===== config.mk =====
export PLATFORM = sky130hd
export DESIGN_NAME = mono_mix_level_meter_unit
export DESIGN_NICKNAME = d
export VERILOG_FILES = /design/src/rtl/mmlm_pkg.sv /design/src/rtl/mmlm_mix.sv /design/src/rtl/mmlm_mean_div.sv /design/src/rtl/mmlm_isqrt.sv /design/src/rtl/mono_mix_level_meter_unit.sv
export VERILOG_INCLUDE_DIRS = /design/src /design/src/rtl
export SDC_FILE = /design/constraint.sdc
export NUM_CORES = 1
export LEC_CHECK = 0
export CAP_MARGIN = 30
export CORE_ASPECT_RATIO = 0.7
export CORE_MARGIN = 1
export CORE_UTILIZATION = 60
export DETAILED_ROUTE_END_ITERATION = 6
export DONT_BUFFER_PORTS = 1
export PLACE_DENSITY = 0.76
export SYNTH_ARGS = -nofsm -noshare
export SYNTH_HDL_FRONTEND = slang
export SYNTH_SLANG_ARGS = --single-unit

===== constraint.sdc =====
create_clock -name clk -period 3.7 [get_ports clk]
set_input_delay 0.74 -clock clk [delete_from_list [all_inputs] [get_ports clk]]
set_output_delay 0.74 -clock clk [all_outputs]
set_load 0.005 [all_outputs]

===== src/rtl/mono_mix_level_meter_unit_assert.svh =====
// Assertion macros shared by the mono mix level meter RTL
`ifndef MONO_MIX_LEVEL_METER_UNIT_ASSERT_SVH
`define MONO_MIX_LEVEL_METER_UNIT_ASSERT_SVH

// check on every clock edge outside reset
`define MMLM_ASSERT(label, prop, msg) \
    label: assert property (@(posedge clk) disable iff (!rst_n) prop) else $error(msg);

// check on every clock edge, reset included
`define MMLM_ASSERT_ALWAYS(label, prop, msg) \
    label: assert property (@(posedge clk) prop) else $error(msg);

`endif


===== src/rtl/mmlm_pkg.sv =====
// Shared constants and types of the mono mix level meter
package mmlm_pkg;

    localparam int MAX_CHANNELS   = 8;
    localparam int MAX_BLOCK      = 4096;
    localparam int SAMPLE_BITS    = 16;

    localparam int CFG_BITS       = 4;
    localparam int SUM_BITS       = SAMPLE_BITS + $clog2(MAX_CHANNELS);
    localparam int MIX_STEP_BITS  = $clog2(SUM_BITS);
    localparam int MAG_BITS       = SAMPLE_BITS;
    localparam int SQ_STEP_BITS   = $clog2(MAG_BITS);
    localparam int ADDEND_BITS    = 2 * MAG_BITS;
    localparam int TALLY_BITS     = $clog2(MAX_BLOCK) + 1;
    localparam int SQ_SUM_BITS    = ADDEND_BITS - 2 + TALLY_BITS - 1 + 1;
    localparam int DIV_STEP_BITS  = $clog2(SQ_SUM_BITS);
    localparam int MEAN_BITS      = ADDEND_BITS;
    localparam int ROOT_BITS      = MEAN_BITS / 2;
    localparam int ROOT_STEP_BITS = $clog2(ROOT_BITS);
    localparam int ROOT_REM_BITS  = ROOT_BITS + 4;

    localparam logic [CFG_BITS-1:0] CH_RESET = CFG_BITS'(1);

    typedef logic [MAX_CHANNELS-1:0][SAMPLE_BITS-1:0] frame_t;

    typedef struct packed {
        logic                          done;
        logic signed [SAMPLE_BITS-1:0] mono;
        logic [MAG_BITS-1:0]           mag;
    } mix_stat_t;

    typedef struct packed {
        logic                 done;
        logic [MEAN_BITS-1:0] quotient;
    } div_stat_t;

    typedef struct packed {
        logic                 done;
        logic [ROOT_BITS-1:0] root;
    } sqrt_stat_t;

endpackage


===== src/rtl/mmlm_mix.sv =====
// Channel-serial downmix with a bit-serial divide by the channel count
module mmlm_mix
    import mmlm_pkg::*;
(
    input  logic                clk,
    input  logic                rst_n,
    input  logic                start,
    input  frame_t              frame,
    input  logic [CFG_BITS-1:0] channel_count,
    output mix_stat_t           stat
);

    typedef enum logic [1:0] {
        M_IDLE,
        M_ACC,
        M_DIV
    } mix_state_t;

    mix_state_t                   state_reg;
    frame_t                       frame_sh_reg;
    logic [CFG_BITS-1:0]          left_reg;
    logic [CFG_BITS-1:0]          n_reg;
    logic signed [SUM_BITS-1:0]   sum_reg;
    logic                         neg_reg;
    logic [CFG_BITS-1:0]          rem_reg;
    logic [SUM_BITS-1:0]          quo_reg;
    logic [MIX_STEP_BITS-1:0]     step_reg;
    logic                         done_reg;
    logic signed [SAMPLE_BITS-1:0] mono_reg;
    logic [MAG_BITS-1:0]          mag_reg;

    logic [CFG_BITS-1:0]          n_clamp;
    logic [SAMPLE_BITS-1:0]       head;
    logic signed [SUM_BITS-1:0]   sum_next;
    logic [SUM_BITS-1:0]          abs_sum;
    logic [CFG_BITS:0]            trial;
    logic                         ge;
    logic [CFG_BITS-1:0]          rem_next;
    logic [SUM_BITS-1:0]          quo_next;

    always_comb
    begin
        n_clamp  = (channel_count > CFG_BITS'(MAX_CHANNELS)) ? CFG_BITS'(MAX_CHANNELS)
                                                            : channel_count;
        head     = frame_sh_reg[0];
        sum_next = sum_reg + {{(SUM_BITS-SAMPLE_BITS){head[SAMPLE_BITS-1]}}, head};
        abs_sum  = sum_next[SUM_BITS-1] ? (~sum_next + 1'b1) : sum_next;
        trial    = {rem_reg, quo_reg[SUM_BITS-1]};
        ge       = (trial >= {1'b0, n_reg});
        rem_next = ge ? CFG_BITS'(trial - {1'b0, n_reg}) : CFG_BITS'(trial);
        quo_next = {quo_reg[SUM_BITS-2:0], ge};
    end

    always_ff @(posedge clk or negedge rst_n)
    begin
        if (!rst_n)
        begin
            state_reg    <= M_IDLE;
            frame_sh_reg <= '0;
            left_reg     <= '0;
            n_reg        <= '0;
            sum_reg      <= '0;
            neg_reg      <= 1'b0;
            rem_reg      <= '0;
            quo_reg      <= '0;
            step_reg     <= '0;
            done_reg     <= 1'b0;
            mono_reg     <= '0;
            mag_reg      <= '0;
        end
        else
        begin
            done_reg <= 1'b0;
            case (state_reg)
                M_IDLE:
                begin
                    if (start)
                    begin
                        if (n_clamp == '0)
                        begin
                            mono_reg <= '0;
                            mag_reg  <= '0;
                            done_reg <= 1'b1;
                        end
                        else
                        begin
                            frame_sh_reg <= frame;
                            left_reg     <= n_clamp;
                            n_reg        <= n_clamp;
                            sum_reg      <= '0;
                            state_reg    <= M_ACC;
                        end
                    end
                end
                M_ACC:
                begin
                    sum_reg      <= sum_next;
                    frame_sh_reg <= frame_sh_reg >> SAMPLE_BITS;
                    left_reg     <= left_reg - 1'b1;
                    if (left_reg == CFG_BITS'(1))
                    begin
                        neg_reg   <= sum_next[SUM_BITS-1];
                        quo_reg   <= abs_sum;
                        rem_reg   <= '0;
                        step_reg  <= '0;
                        state_reg <= M_DIV;
                    end
                end
                M_DIV:
                begin
                    rem_reg  <= rem_next;
                    quo_reg  <= quo_next;
                    step_reg <= step_reg + 1'b1;
                    if (step_reg == MIX_STEP_BITS'(SUM_BITS - 1))
                    begin
                        mag_reg   <= quo_next[MAG_BITS-1:0];
                        mono_reg  <= neg_reg ? -quo_next[SAMPLE_BITS-1:0]
                                             : quo_next[SAMPLE_BITS-1:0];
                        done_reg  <= 1'b1;
                        state_reg <= M_IDLE;
                    end
                end
                default:
                begin
                    state_reg <= M_IDLE;
                end
            endcase
        end
    end

    assign stat.done = done_reg;
    assign stat.mono = mono_reg;
    assign stat.mag  = mag_reg;

endmodule


===== src/rtl/mmlm_mean_div.sv =====
// Bit-serial restoring divide of the square sum by the frame count
module mmlm_mean_div
    import mmlm_pkg::*;
(
    input  logic                   clk,
    input  logic                   rst_n,
    input  logic                   start,
    input  logic [SQ_SUM_BITS-1:0] dividend,
    input  logic [TALLY_BITS-1:0]  divisor,
    output div_stat_t              stat
);

    logic                     busy_reg;
    logic                     done_reg;
    logic [DIV_STEP_BITS-1:0] step_reg;
    logic [TALLY_BITS-1:0]    dvs_reg;
    logic [TALLY_BITS-1:0]    rem_reg;
    logic [SQ_SUM_BITS-1:0]   quo_reg;

    logic [TALLY_BITS:0]      trial;
    logic                     ge;

    always_comb
    begin
        trial = {rem_reg, quo_reg[SQ_SUM_BITS-1]};
        ge    = (trial >= {1'b0, dvs_reg});
    end

    always_ff @(posedge clk or negedge rst_n)
    begin
        if (!rst_n)
        begin
            busy_reg <= 1'b0;
            done_reg <= 1'b0;
            step_reg <= '0;
            dvs_reg  <= '0;
            rem_reg  <= '0;
            quo_reg  <= '0;
        end
        else
        begin
            done_reg <= 1'b0;
            if (start)
            begin
                busy_reg <= 1'b1;
                step_reg <= '0;
                dvs_reg  <= divisor;
                rem_reg  <= '0;
                quo_reg  <= dividend;
            end
            else if (busy_reg)
            begin
                rem_reg  <= ge ? TALLY_BITS'(trial - {1'b0, dvs_reg}) : TALLY_BITS'(trial);
                quo_reg  <= {quo_reg[SQ_SUM_BITS-2:0], ge};
                step_reg <= step_reg + 1'b1;
                if (step_reg == DIV_STEP_BITS'(SQ_SUM_BITS - 1))
                begin
                    busy_reg <= 1'b0;
                    done_reg <= 1'b1;
                end
            end
        end
    end

    assign stat.done     = done_reg;
    assign stat.quotient = quo_reg[MEAN_BITS-1:0];

endmodule


===== src/rtl/mmlm_isqrt.sv =====
// Digit-serial integer square root, two radicand bits per step
module mmlm_isqrt
    import mmlm_pkg::*;
(
    input  logic                 clk,
    input  logic                 rst_n,
    input  logic                 start,
    input  logic [MEAN_BITS-1:0] radicand,
    output sqrt_stat_t           stat
);

    logic                      busy_reg;
    logic                      done_reg;
    logic [ROOT_STEP_BITS-1:0] step_reg;
    logic [MEAN_BITS-1:0]      rad_sh_reg;
    logic [ROOT_REM_BITS-1:0]  rem_reg;
    logic [ROOT_BITS-1:0]      root_reg;

    logic [ROOT_REM_BITS-1:0]  rem_sh;
    logic [ROOT_REM_BITS-1:0]  trial;
    logic                      ge;

    always_comb
    begin
        rem_sh = {rem_reg[ROOT_REM_BITS-3:0], rad_sh_reg[MEAN_BITS-1:MEAN_BITS-2]};
        trial  = ROOT_REM_BITS'({root_reg, 2'b01});
        ge     = (rem_sh >= trial);
    end

    always_ff @(posedge clk or negedge rst_n)
    begin
        if (!rst_n)
        begin
            busy_reg   <= 1'b0;
            done_reg   <= 1'b0;
            step_reg   <= '0;
            rad_sh_reg <= '0;
            rem_reg    <= '0;
            root_reg   <= '0;
        end
        else
        begin
            done_reg <= 1'b0;
            if (start)
            begin
                busy_reg   <= 1'b1;
                step_reg   <= '0;
                rad_sh_reg <= radicand;
                rem_reg    <= '0;
                root_reg   <= '0;
            end
            else if (busy_reg)
            begin
                rem_reg    <= ge ? (rem_sh - trial) : rem_sh;
                root_reg   <= {root_reg[ROOT_BITS-2:0], ge};
                rad_sh_reg <= rad_sh_reg << 2;
                step_reg   <= step_reg + 1'b1;
                if (step_reg == ROOT_STEP_BITS'(ROOT_BITS - 1))
                begin
                    busy_reg <= 1'b0;
                    done_reg <= 1'b1;
                end
            end
        end
    end

    assign stat.done = done_reg;
    assign stat.root = root_reg;

endmodule


===== src/rtl/mono_mix_level_meter_unit.sv =====
// Top level of the mono mix level meter: sequencer, block state and output register
// Ordinary frame: the result is set by the channel-serial sum over the n active channels,
// the 19-step mix divide and the 16-step square.
// Last frame of a block: the 43-step mean divide and 16-step root follow.
// One frame in work at a time; the next is accepted while a result waits in the output register.
// Reset (rst_n low, asynchronous): block state cleared, no result pending, channel count 1.
`include "mono_mix_level_meter_unit_assert.svh"

module mono_mix_level_meter_unit
    import mmlm_pkg::*;
(
    input  logic                          clk,
    input  logic                          rst_n,
    input  logic                          cfg_we,
    input  logic [CFG_BITS-1:0]           cfg_wdata,
    input  logic                          in_valid,
    output logic                          in_ready,
    input  logic signed [SAMPLE_BITS-1:0] sample_ch0,
    input  logic signed [SAMPLE_BITS-1:0] sample_ch1,
    input  logic signed [SAMPLE_BITS-1:0] sample_ch2,
    input  logic signed [SAMPLE_BITS-1:0] sample_ch3,
    input  logic signed [SAMPLE_BITS-1:0] sample_ch4,
    input  logic signed [SAMPLE_BITS-1:0] sample_ch5,
    input  logic signed [SAMPLE_BITS-1:0] sample_ch6,
    input  logic signed [SAMPLE_BITS-1:0] sample_ch7,
    input  logic                          last_of_block,
    output logic                          out_valid,
    input  logic                          out_ready,
    output logic signed [SAMPLE_BITS-1:0] mono_sample,
    output logic                          level_valid,
    output logic [MAG_BITS-1:0]           block_peak,
    output logic [ROOT_BITS-1:0]          block_rms,
    output logic                          block_too_long
);

    typedef enum logic [2:0] {
        S_IDLE,
        S_MIX,
        S_SQ,
        S_DIV,
        S_SQRT,
        S_FIN
    } top_state_t;

    top_state_t                    state_reg;
    logic [CFG_BITS-1:0]           channel_count_reg;
    logic                          last_reg;
    logic [MAG_BITS-1:0]           peak_reg;
    logic [SQ_SUM_BITS-1:0]        sq_sum_reg;
    logic [TALLY_BITS-1:0]         tally_reg;
    logic                          over_reg;
    logic [MAG_BITS-1:0]           mag_sh_reg;
    logic [ADDEND_BITS-1:0]        addend_reg;
    logic [SQ_STEP_BITS-1:0]       sq_cnt_reg;
    logic                          div_start_reg;
    logic                          out_valid_reg;
    logic signed [SAMPLE_BITS-1:0] mono_out_reg;
    logic                          level_reg;
    logic [MAG_BITS-1:0]           peak_out_reg;
    logic [ROOT_BITS-1:0]          rms_out_reg;
    logic                          too_long_reg;

    logic [SQ_SUM_BITS-1:0]        sq_sum_next;
    frame_t                        frame;
    logic                          accept;
    mix_stat_t                     mix_stat;
    div_stat_t                     div_stat;
    sqrt_stat_t                    sqrt_stat;

    assign in_ready = (state_reg == S_IDLE);
    assign accept   = in_valid && in_ready;

    assign frame[0] = sample_ch0;
    assign frame[1] = sample_ch1;
    assign frame[2] = sample_ch2;
    assign frame[3] = sample_ch3;
    assign frame[4] = sample_ch4;
    assign frame[5] = sample_ch5;
    assign frame[6] = sample_ch6;
    assign frame[7] = sample_ch7;

    assign sq_sum_next = mag_sh_reg[0] ? (sq_sum_reg + SQ_SUM_BITS'(addend_reg)) : sq_sum_reg;

    mmlm_mix u_mix (
        .clk           (clk),
        .rst_n         (rst_n),
        .start         (accept),
        .frame         (frame),
        .channel_count (channel_count_reg),
        .stat          (mix_stat)
    );

    mmlm_mean_div u_mean_div (
        .clk      (clk),
        .rst_n    (rst_n),
        .start    (div_start_reg),
        .dividend (sq_sum_reg),
        .divisor  (tally_reg),
        .stat     (div_stat)
    );

    mmlm_isqrt u_isqrt (
        .clk      (clk),
        .rst_n    (rst_n),
        .start    (div_stat.done),
        .radicand (div_stat.quotient),
        .stat     (sqrt_stat)
    );

    always_ff @(posedge clk or negedge rst_n)
    begin
        if (!rst_n)
        begin
            state_reg         <= S_IDLE;
            channel_count_reg <= CH_RESET;
            last_reg          <= 1'b0;
            peak_reg          <= '0;
            sq_sum_reg        <= '0;
            tally_reg         <= '0;
            over_reg          <= 1'b0;
            mag_sh_reg        <= '0;
            addend_reg        <= '0;
            sq_cnt_reg        <= '0;
            div_start_reg     <= 1'b0;
            out_valid_reg     <= 1'b0;
            mono_out_reg      <= '0;
            level_reg         <= 1'b0;
            peak_out_reg      <= '0;
            rms_out_reg       <= '0;
            too_long_reg      <= 1'b0;
        end
        else
        begin
            div_start_reg <= 1'b0;
            if (cfg_we)
            begin
                channel_count_reg <= cfg_wdata;
            end
            if (out_valid_reg && out_ready)
            begin
                out_valid_reg <= 1'b0;
            end
            case (state_reg)
                S_IDLE:
                begin
                    if (in_valid)
                    begin
                        last_reg  <= last_of_block;
                        state_reg <= S_MIX;
                    end
                end
                S_MIX:
                begin
                    if (mix_stat.done)
                    begin
                        if (mix_stat.mag > peak_reg)
                        begin
                            peak_reg <= mix_stat.mag;
                        end
                        if (tally_reg >= TALLY_BITS'(MAX_BLOCK))
                        begin
                            over_reg <= 1'b1;
                            if (last_reg)
                            begin
                                div_start_reg <= 1'b1;
                                state_reg     <= S_DIV;
                            end
                            else
                            begin
                                state_reg <= S_FIN;
                            end
                        end
                        else
                        begin
                            tally_reg  <= tally_reg + 1'b1;
                            mag_sh_reg <= mix_stat.mag;
                            addend_reg <= ADDEND_BITS'(mix_stat.mag);
                            sq_cnt_reg <= '0;
                            state_reg  <= S_SQ;
                        end
                    end
                end
                S_SQ:
                begin
                    sq_sum_reg <= sq_sum_next;
                    mag_sh_reg <= mag_sh_reg >> 1;
                    addend_reg <= addend_reg << 1;
                    sq_cnt_reg <= sq_cnt_reg + 1'b1;
                    if (sq_cnt_reg == SQ_STEP_BITS'(MAG_BITS - 1))
                    begin
                        if (last_reg)
                        begin
                            div_start_reg <= 1'b1;
                            state_reg     <= S_DIV;
                        end
                        else
                        begin
                            state_reg <= S_FIN;
                        end
                    end
                end
                S_DIV:
                begin
                    if (div_stat.done)
                    begin
                        state_reg <= S_SQRT;
                    end
                end
                S_SQRT:
                begin
                    if (sqrt_stat.done)
                    begin
                        state_reg <= S_FIN;
                    end
                end
                S_FIN:
                begin
                    if (!out_valid_reg || out_ready)
                    begin
                        out_valid_reg <= 1'b1;
                        mono_out_reg  <= mix_stat.mono;
                        level_reg     <= last_reg;
                        peak_out_reg  <= last_reg ? peak_reg : '0;
                        rms_out_reg   <= last_reg ? sqrt_stat.root : '0;
                        too_long_reg  <= last_reg && over_reg;
                        if (last_reg)
                        begin
                            peak_reg   <= '0;
                            sq_sum_reg <= '0;
                            tally_reg  <= '0;
                            over_reg   <= 1'b0;
                        end
                        state_reg <= S_IDLE;
                    end
                end
                default:
                begin
                    state_reg <= S_IDLE;
                end
            endcase
        end
    end

    assign out_valid      = out_valid_reg;
    assign mono_sample    = mono_out_reg;
    assign level_valid    = level_reg;
    assign block_peak     = peak_out_reg;
    assign block_rms      = rms_out_reg;
    assign block_too_long = too_long_reg;

    `MMLM_ASSERT(a_accept_busy, (in_valid && in_ready) |=> !in_ready, "accepted a beat while busy")
    `MMLM_ASSERT(a_tally_cap, tally_reg <= TALLY_BITS'(MAX_BLOCK), "frame count past block limit")
    `MMLM_ASSERT(a_over_full, over_reg |-> (tally_reg == TALLY_BITS'(MAX_BLOCK)), "overlength without full count")
    `MMLM_ASSERT_ALWAYS(a_level_fields, (out_valid && !level_valid) |-> (block_peak == '0 && block_rms == '0 && !block_too_long), "level fields set on a plain beat")

endmodule

==> reports/metrics.yaml, run 1 <==
syn-cell-area_um2: 28700
ios: 190
crit_path_end_kind: "register"
critPathCapture: "u_mix.quo_reg[16]"
placed_cell_area_um2: 29100
io_buffers: 0
clkTransAtPathRegs_ps: 60
drive_gt1_share_pct: 6.12
period_share_pct: 95.8
yosys.cell_types.count: 80
fmax_mhz: 282
fin_nets: 3303
tightest_slew_ps: 1420
place.gp.congestion: 0.919
required_ps: 4170
cpMaxStageDelayCell: "or4b_4"
hpwlAfterDp_um: 46200
vias: 22800
whs_ps: -186
drtIter0Drc: 2119
largest_reg_flops: 112
cts.sinks: 552
core_area_um2: 46800
finalHoldViolCount: 171
drv_slew: 0
pre_cts_slack_ps: 204
yosys_register_bits: 552
die_w_um: 263
cts_buffers: 52
status: "complete, but fails checks"
synth_cells: 3134
ir_drop_v: 0.000522
drv_cap: 0
synth_top_area_share_pct: 48.1
grt_pass1_vias: 21900
ant_nets: 0
drt-wirelength-per-cell_um: 18.2
cp.depth: 11
fin_skew_ps: 24.1
cts_tree: "done"
violations: "hold timing"
rrSetupSlack_ps: 160
p_leak_nw: 13.7
std_cell_rows: 66
yosys_warnings: 0
layout_setup_ws_ps: 156
r2r_end: "u_mix.quo_reg[16]"
initial_utilization_pct: 61.3
rr_worst_depth: 11
syn2layout_area_growth_pct: 7.97
design_area_um2: 31000
syn_nets: 3389
cp-start-kind: "register"
ys_seq_area_share_pct: 48.2
grt_overflow: 0
ys.flop_type: "dfrtp_1"
antenna_found_initial: 2
startpoint: "u_mix.sum_reg[0]"
hold_class: "input pin to async pin"
syn_avg_cell_area_um2: 9.15
critical_path_class: "register to register"
arrival_ps: 4020
die_area_um2: 48700
synthArstFlopShare_pct: 100
cts_root_buf: "clkbuf_16"
firstDrtPassIters: 6
powerDensity_nw_per_um2: 768
viasPerCell: 6.15
die_y_um: 185
h-tree-depth: 2
cp_num_buf_inv: 0
grt_max_degree: 553
clk_latency_ps: 620
netlist.top_cell.by_area: "dfrtp_1"
cp_cell_sequence: "ha_1, fa_1, a21o_2, a221oi_4, o22ai_2, a31oi_4, nand4_4, or4b_4, o41a_1, xor2_1, o21ai_1"
setup_violations: 0
grt_use_total_pct: 27.9
synth_edf_count: 0
r2r_start: "u_mix.sum_reg[0]"
slew_headroom_pct: 5.23
cts_buffer_depth: 3
utilization_pct: 66.1
max_stage_delay_ps: 610
synthTopCellsByArea: "dfrtp_1, nand2_1, ha_1"
fin_crit_ps: 3540
critPathTopFamily: "compound AO/OA/AOI/OAI gates"
cp_max_fo: 6
grt_pass1_wl_um: 111000
wl_um: 67500
drcViolationCount: 0
[through the flow]
stage | hold WS (ps) | cells | setup TNS (ps) | power [mW]
4_1_cts | -193 | 3699 | 0 | 23.6
3_5_place_dp | 459 | 3604 | 0 | 18.1
2_1_floorplan | 439 | 3134 | 0 | 15.8
5_1_grt | -202 | 3703 | -19.6 | 25.4
3_3_place_gp | 462 | 3602 | 0 | 17.7
6_report | -186 | 3703 | 0 | 23.8
[cell usage in the layout (no fill, tap or decap), drive strengths merged, types with 14 or more instances in the layout]
cell      n
a211oi   22
a21o     29
a21oi   130
a22o     71
a22oi    19
a311oi   17
a31oi   119
and3     16
buf      48
clkbuf   75
clkinv   14
dfrtp   551
ha      113
inv     102
mux2     14
mux2i    99
nand2   601
nand2b   16
nand3    66
nand4    23
nor2    268
nor2b    34
nor3     24
o21a     14
o21ai   274
o31ai    56
or3      18
xnor2    59
xor2     58
[cell usage after synthesis, types with 11 or more instances]
library cell  instances
nand2_1             601
dfrtp_1             551
o21ai_0             271
nor2_1              267
clkbuf_1            167
a21oi_1             129
a31oi_1             118
ha_1                113
inv_1               101
mux2i_1              99
a22o_1               70
nand3_1              66
xnor2_1              59
xor2_1               58
o31ai_1              55
nor2b_1              34
a21o_1               27
nor3_1               24
a211oi_1             22
nand4_1              22
a22oi_1              19
or3_1                18
a311oi_1             17
and3_1               16
nand2b_1             16
mux2_2               14
o21a_1               14
o211ai_1             12
and2_1               11
o22ai_1              11
[repair_timing]
| item | in CTS | in global routing |
|---|---|---|
| setup buffers | 0 | 2 |
| endpoints found under the hold margin | 551 | 551 |
| endpoints found under the setup margin | 0 | 4 |
| gates resized for setup | 0 | 7 |
[layout make-up]
cell class                      instances  area, um^2
Antenna cell                            2        5.00
Clock inverter                         20         272
Fill cell                            3669       15900
Timing Repair Buffer                   48         385
Multi-Input combinational cell       2293       13800
Clock buffer                           75        1500
Sequential cell                       552       13800
Tap cell                              612         766
Inverter                              101         379
[layer usage]
layer | global-route usage, % | wire, um | vias up
met4 | 9.47 | 1800 | 0
met3 | 5.60 | 4750 | 119
met2 | 42.5 | 29900 | 674
met5 | 0 | 0 | -
li1 | - | - | 10800
met1 | 40.0 | 31000 | 11200
[worst min path at each step]
stage,startpoint,endpoint,slack [ps],cells after the start
after global placement,rst_n,u_mean_div.step_reg[5],460,0
after global routing,rst_n,u_isqrt.rem_reg[8],-200,0
after detailed placement,u_mix.mono_reg[2],mono_sample[2],460,2
final,rst_n,u_isqrt.rem_reg[3],-190,0
after floorplan,rst_n,addend_reg[0],440,0
after CTS,rst_n,sq_sum_reg[30],-190,0
[cells by family (layout without fill, tap and decap cells)]
logic type	count (synthesis)	after routing	synth area share, %
buffers and inverters	289	244	3.96
xor gates and xnor gates	117	117	3.57
other	0	2	0
and+or+nand+nor	1114	1114	16.5
muxes	114	114	4.08
adders and majority gates	117	117	5.21
DFF	552	552	48.2
AOI/OAI and AO/OA	831	831	18.5
[worst register-to-register path: stages (launching register included)]
cell	delay [ps]
dfrtp_1	380
ha_1	240
fa_1	410
a21o_2	230
a221oi_4	450
o22ai_2	150
a31oi_4	230
nand4_4	140
or4b_4	610
o41a_1	340
xor2_1	150
o21ai_1	70
[where the power goes]
part | leakage [nW] | internal (mW) | switching (mW)
combinational | 5.63 | 3.69 | 6.13
clock | 0.868 | 3.12 | 2.40
sequential | 7.22 | 7.38 | 1.08
Power figures use the tool's default switching activity.
==> inputs of run 2 (changes only) <==
--- a/config.mk
+++ b/config.mk
@@ -7,12 +7,14 @@
 export NUM_CORES = 1
 export LEC_CHECK = 0
 export CAP_MARGIN = 30
+export CELL_PAD_IN_SITES_DETAIL_PLACEMENT = 0
+export CELL_PAD_IN_SITES_GLOBAL_PLACEMENT = 1
 export CORE_ASPECT_RATIO = 0.7
 export CORE_MARGIN = 1
-export CORE_UTILIZATION = 60
+export CORE_UTILIZATION = 50
 export DETAILED_ROUTE_END_ITERATION = 6
 export DONT_BUFFER_PORTS = 1
-export PLACE_DENSITY = 0.76
+export PLACE_DENSITY_LB_ADDON = 0.1
 export SYNTH_ARGS = -nofsm -noshare
 export SYNTH_HDL_FRONTEND = slang
 export SYNTH_SLANG_ARGS = --single-unit
==> reports/metrics.yaml, run 2 (same netlist as run 1, synthesis figures left out) <==
status: "complete, but fails checks"
violations: "hold timing, slew limit"
tightest_slew_ps: 3440
ir_drop_v: 0.000671
cp_max_fo: 6
finalPower_mw: 23.9
m1WireLength_um: 36700
most-common-layout-cells: "nand2_1, dfrtp_1, o21ai_0"
pwr-share-clk_pct: 24.0
cp_cell_sequence: "ha_1, fa_1, a21o_2, a221oi_4, xnor2_1, nor2_2, nand4_2, or4b_4, o41a_1, xor2_1, o21ai_1"
io_buffers: 0
placed_cell_area_um2: 29300
cts_buffer_depth: 3
whs_ps: -148
drtIter0Drc: 1655
drcViolationCount: 0
utilization_pct: 54.9
cts_root_buf: "clkbuf_16"
fmax_mhz: 284
cts_setup_buffers: 0
netSwitchingFraction_pct: 40.2
required_ps: 4220
layout_commonest_cell: "nand2_1"
setup_violations: 0
drt-wirelength-per-cell_um: 18.7
die_w_um: 288
r2r_start: "u_mix.sum_reg[0]"
drive_gt1_share_pct: 5.77
crit_path_end_kind: "register"
grt_overflow: 0
cts_buffers: 56
rrSetupSlack_ps: 180
grt_use_total_pct: 24.9
p_seq_share_pct: 35.5
critical_path_class: "register to register"
p_int_mw: 14.3
r2r_end: "u_mix.quo_reg[16]"
period_share_pct: 95.1
largest_reg_flops: 112
power_switching_mw: 9.63
fin_nets: 3297
powerDensity_nw_per_um2: 768
cpMaxStageDelayCell: "or4b_4"
grt_pass1_wl_um: 118000
viasPerCell: 5.76
ios: 190
slew_headroom_pct: -130
drv_slew: 412
design_area_um2: 31100
fin_skew_ps: 18.2
cts_tree: "done"
grt_max_degree: 553
place.gp.congestion: 0.864
top_layer: "met4"
met3_length_um: 3530
rr_worst_depth: 11
cp-start-kind: "register"
firstDrtPassIters: 7
vias: 22100
diodes: 0
clkTransAtPathRegs_ps: 60
cts.sinks: 552
p_comb_share_pct: 40.5
hold_class: "input pin to async pin"
hpwlAfterDp_um: 48900
dp_cells: 3734
drv_cap: 0
antenna_found_initial: 0
max_stage_delay_ps: 610
die_area_um2: 58300
rsz0062_at_grt: "true"
std_cell_rows: 73
fin_crit_ps: 3520
arrival_ps: 4040
die_y_um: 202
h-tree-depth: 2
ant_nets: 0
wl_um: 71700
clk_latency_ps: 610
p_leak_nw: 13.7
stdcell_count: 3837
initial_utilization_pct: 50.6
grt_pass1_vias: 21600
core_area_um2: 56700
syn2layout_area_growth_pct: 8.58
met2RoutedLength_um: 30200
finalHoldViolCount: 52
[run 2: changes by cell type in the layout (fill, tap and decap cells not counted), sizes merged]
cell / previous run / this run
clkinv: 14 / 9
inv: 102 / 105
clkbuf: 75 / 85
diode: 2 / 0
bufinv: 4 / 3
buf: 48 / 38
clkinvlp: 1 / 2
[run 2: timing repair]
item | 4_1_cts | 5_1_grt
resized for setup | 0 | 1
endpoints found under the hold margin | 551 | 551
setup endpoints to repair | 0 | 3
[run 2: power by group through the flow]
stage	clock, mW	sequential (mW)	combinational, mW
final	5.74	8.50	9.69
after CTS	5.90	8.49	9.68
after global placement	0	8.54	9.50
after global routing	6.15	8.67	10.9
after floorplan	0	8.11	7.67
after detailed placement	0	8.58	9.65
[run 2: layout make-up]
type / instances / area, um^2
clock buffers: 85 / 1650
clock inverters: 18 / 195
fillers: 5182 / 25600
inverters: 101 / 379
multi-input cells: 2293 / 13800
flip-flops and latches: 552 / 13800
well taps: 750 / 938
repair buffers: 38 / 352
[run 2: metal layers]
| layer | vias to the layer above | GRT usage, % |
|---|---|---|
| li1 | 10800 | - |
| met1 | 10800 | 39.3 |
| met2 | 446 | 35.4 |
| met3 | 94 | 4.02 |
| met4 | 0 | 5.63 |
| met5 | - | 0 |
[run 2: worst max-delay path by stage]
stage                     startpoint           endpoint  slack [ps]  cells past startpoint
floorplan           u_mix.sum_reg[0]  u_mix.quo_reg[16]         490                     11
global placement    u_mix.sum_reg[0]  u_mix.quo_reg[16]         240                     11
detailed placement  u_mix.sum_reg[0]  u_mix.quo_reg[16]         180                     11
CTS                 u_mix.sum_reg[0]  u_mix.quo_reg[16]         150                     11
global route        u_mix.sum_reg[0]  u_mix.quo_reg[16]         -10                     11
finish              u_mix.sum_reg[0]  u_mix.quo_reg[16]         180                     11
[run 2: critical path, delay by kind of cell, from the launching register on]
| kind | cells | cell delay, ps |
|---|---|---|
| AOI/OAI and AO/OA | 4 | 1100 |
| xor gates and xnor gates | 2 | 360 |
| adders and majority gates | 2 | 640 |
| DFF | 1 | 390 |
| and+or+nand+nor | 3 | 930 |
[run 2: through the flow]
step / hold slack, ps / TNS, ps / setup WS [ps]
6_report: -148 / 0 / 181
3_5_place_dp: 465 / 0 / 177
5_1_grt: -190 / -21.6 / -14.0
3_3_place_gp: 463 / 0 / 238
2_1_floorplan: 439 / 0 / 492
4_1_cts: -187 / 0 / 153
==> inputs of run 3 (changes only) <==
--- a/config.mk
+++ b/config.mk
@@ -6,12 +6,13 @@
 export SDC_FILE = /design/constraint.sdc
 export NUM_CORES = 1
 export LEC_CHECK = 0
+export ABC_AREA = 1
 export CAP_MARGIN = 30
 export CELL_PAD_IN_SITES_DETAIL_PLACEMENT = 0
 export CELL_PAD_IN_SITES_GLOBAL_PLACEMENT = 1
 export CORE_ASPECT_RATIO = 0.7
 export CORE_MARGIN = 1
-export CORE_UTILIZATION = 50
+export CORE_UTILIZATION = 48
 export DETAILED_ROUTE_END_ITERATION = 6
 export DONT_BUFFER_PORTS = 1
 export PLACE_DENSITY_LB_ADDON = 0.1
==> reports/metrics.yaml, run 3 <==
largest_reg_flops: 112
stdcell_count: 4533
violations: "hold timing, slew limit"
hpwlAfterDp_um: 59600
cp_cell_sequence: "ha_1, a21oi_1, inv_1, o21ai_0, nand2_1, inv_1, ha_1, nand4_1, nor2_1, nand3_1, o31ai_1, nand2_1, nand2_1, o22ai_1"
synth_top_area_share_pct: 46.5
syn_nets: 4006
drcViolationCount: 0
fin_nets: 3940
yosys_register_bits: 552
synthTopCellsByCount: "nand2_1, dfrtp_1, inv_1, o21ai_0, nor2_1"
drtIter0Drc: 2117
powerDensity_nw_per_um2: 955
ios: 190
h-tree-depth: 2
hold_class: "input pin to async pin"
p_leak_nw: 15.6
grt_pass1_vias: 23600
tightest_slew_ps: 2460
synthArstFlopShare_pct: 100
syn_avg_cell_area_um2: 7.90
most-common-layout-cells: "nand2_1, dfrtp_1, inv_1"
arrival_ps: 3520
cts_resized: 0
required_ps: 4190
place.gp.congestion: 0.930
firstDrtPassIters: 6
cts_setup_buffers: 0
ir_drop_v: 0.000525
yosys_warnings: 0
synthTopCellsByArea: "dfrtp_1, nand2_1, o21ai_0"
fin_skew_ps: 33.1
grt_overflow: 0
whs_ps: -175
startpoint: "u_mix.rem_reg[1]"
ant_nets: 0
fin_crit_ps: 3030
slew_headroom_pct: -63.7
layout_commonest_cell: "nand2_1"
layout_setup_ws_ps: 673
ys_seq_area_share_pct: 46.6
tns_ps: 0
r2r_end: "u_mix.mono_reg[12]"
max_stage_delay_ps: 400
critical_path_class: "register to register"
drive_gt1_share_pct: 5.53
cp-start-kind: "register"
finalHoldViolCount: 121
initial_utilization_pct: 49.0
r2r_start: "u_mix.rem_reg[1]"
design_area_um2: 32300
diodes: 0
die_w_um: 299
critPathCapture: "u_mix.mono_reg[12]"
dp_cells: 4436
period_share_pct: 81.8
syn-cell-area_um2: 29600
netlist.top_cell.by_area: "dfrtp_1"
drv_slew: 279
cts.sinks: 552
vias: 25100
cts_root_buf: "clkbuf_16"
status: "complete, but fails checks"
drv_cap: 0
setup_violations: 0
viasPerCell: 5.53
clkTransAtPathRegs_ps: 60
synth_edf_count: 0
fmax_mhz: 330
antenna_found_initial: 1
yosysMostFrequentCell: "nand2_1"
wl_um: 81700
cts_buffer_depth: 3
grt_pass1_wl_um: 132000
yosys.cell_types.count: 63
rrSetupSlack_ps: 670
finalPower_mw: 30.8
cts_buffers: 55
placed_cell_area_um2: 30300
cpMaxStageDelayCell: "dfrtp_1"
cpMostUsedCell: "nand2_1"
drt-wirelength-per-cell_um: 18.0
syn2layout_area_growth_pct: 8.95
std_cell_rows: 75
grt_use_total_pct: 26.1
clk_latency_ps: 630
rr_worst_depth: 14
cts_tree: "done"
die_area_um2: 62700
ys.flop_type: "dfrtp_1"
utilization_pct: 53.4
grt_max_degree: 553
rsz0062_at_grt: "false"
pre_cts_slack_ps: 733
die_y_um: 210
synth_cells: 3751
core_area_um2: 60400
cp_max_fo: 7
crit_path_end_kind: "register"
io_buffers: 0
==> run 3: routing by layer <==
layer / vias up / global-route usage, % / share of wire [%]
li1: 12300 / - / -
met4: 0 / 4.42 / 1.2
met1: 12100 / 43.0 / 53
met5: - / 0 / 0
met3: 71 / 4.41 / 6.4
met2: 618 / 35.5 / 40
==> run 3: worst min-delay path by stage <==
stage                         from             endpoint  slack (ps)  cells past startpoint
3_5_place_dp                 rst_n     u_mix.rem_reg[2]         470                      0
4_1_cts                      rst_n     u_mix.rem_reg[2]        -220                      0
5_1_grt                      rst_n     u_mix.rem_reg[2]        -220                      0
2_1_floorplan                rst_n        addend_reg[0]         440                      0
6_report                     rst_n     u_mix.rem_reg[2]        -180                      0
3_3_place_gp   u_isqrt.rem_reg[17]  u_isqrt.rem_reg[17]         460                      2
==> run 3: area by class of cell <==
type | instances | area (um^2)
well taps | 808 | 1010
inverters | 487 | 1840
repair buffers | 33 | 298
clock inverters | 24 | 425
flip-flops and latches | 552 | 13800
fillers | 5718 | 28200
clock buffers | 73 | 1560
multi-input cells | 2556 | 13300
==> run 3: kinds of logic after synthesis <==
family / count (synthesis) / share of synthesized area (%)
adders and majority gates: 117 / 5.04
DFF: 552 / 46.6
xor gates and xnor gates: 41 / 1.21
muxes: 2 / 0.0760
buffers and inverters: 643 / 8.45
AOI/OAI and AO/OA: 911 / 17.6
and+or+nand+nor: 1485 / 21.0
==> run 3: report_power, final <==
| part | switching (mW) | internal, mW | leakage, nW |
|---|---|---|---|
| Clock | 2.47 | 3.71 | 0.963 |
| Combinational | 9.94 | 4.85 | 7.58 |
| Sequential | 1.59 | 8.27 | 7.05 |
==> run 3: worst max-delay path: cells and delay by family, from the launching register on <==
kind                     cells  cell delay (ps)
adder cells (fa/ha/maj)      2              570
AND/OR/NAND/NOR              6              840
flip-flops                   1              400
buffers and inverters        2              290
AO/OA/AOI/OAI                4              800
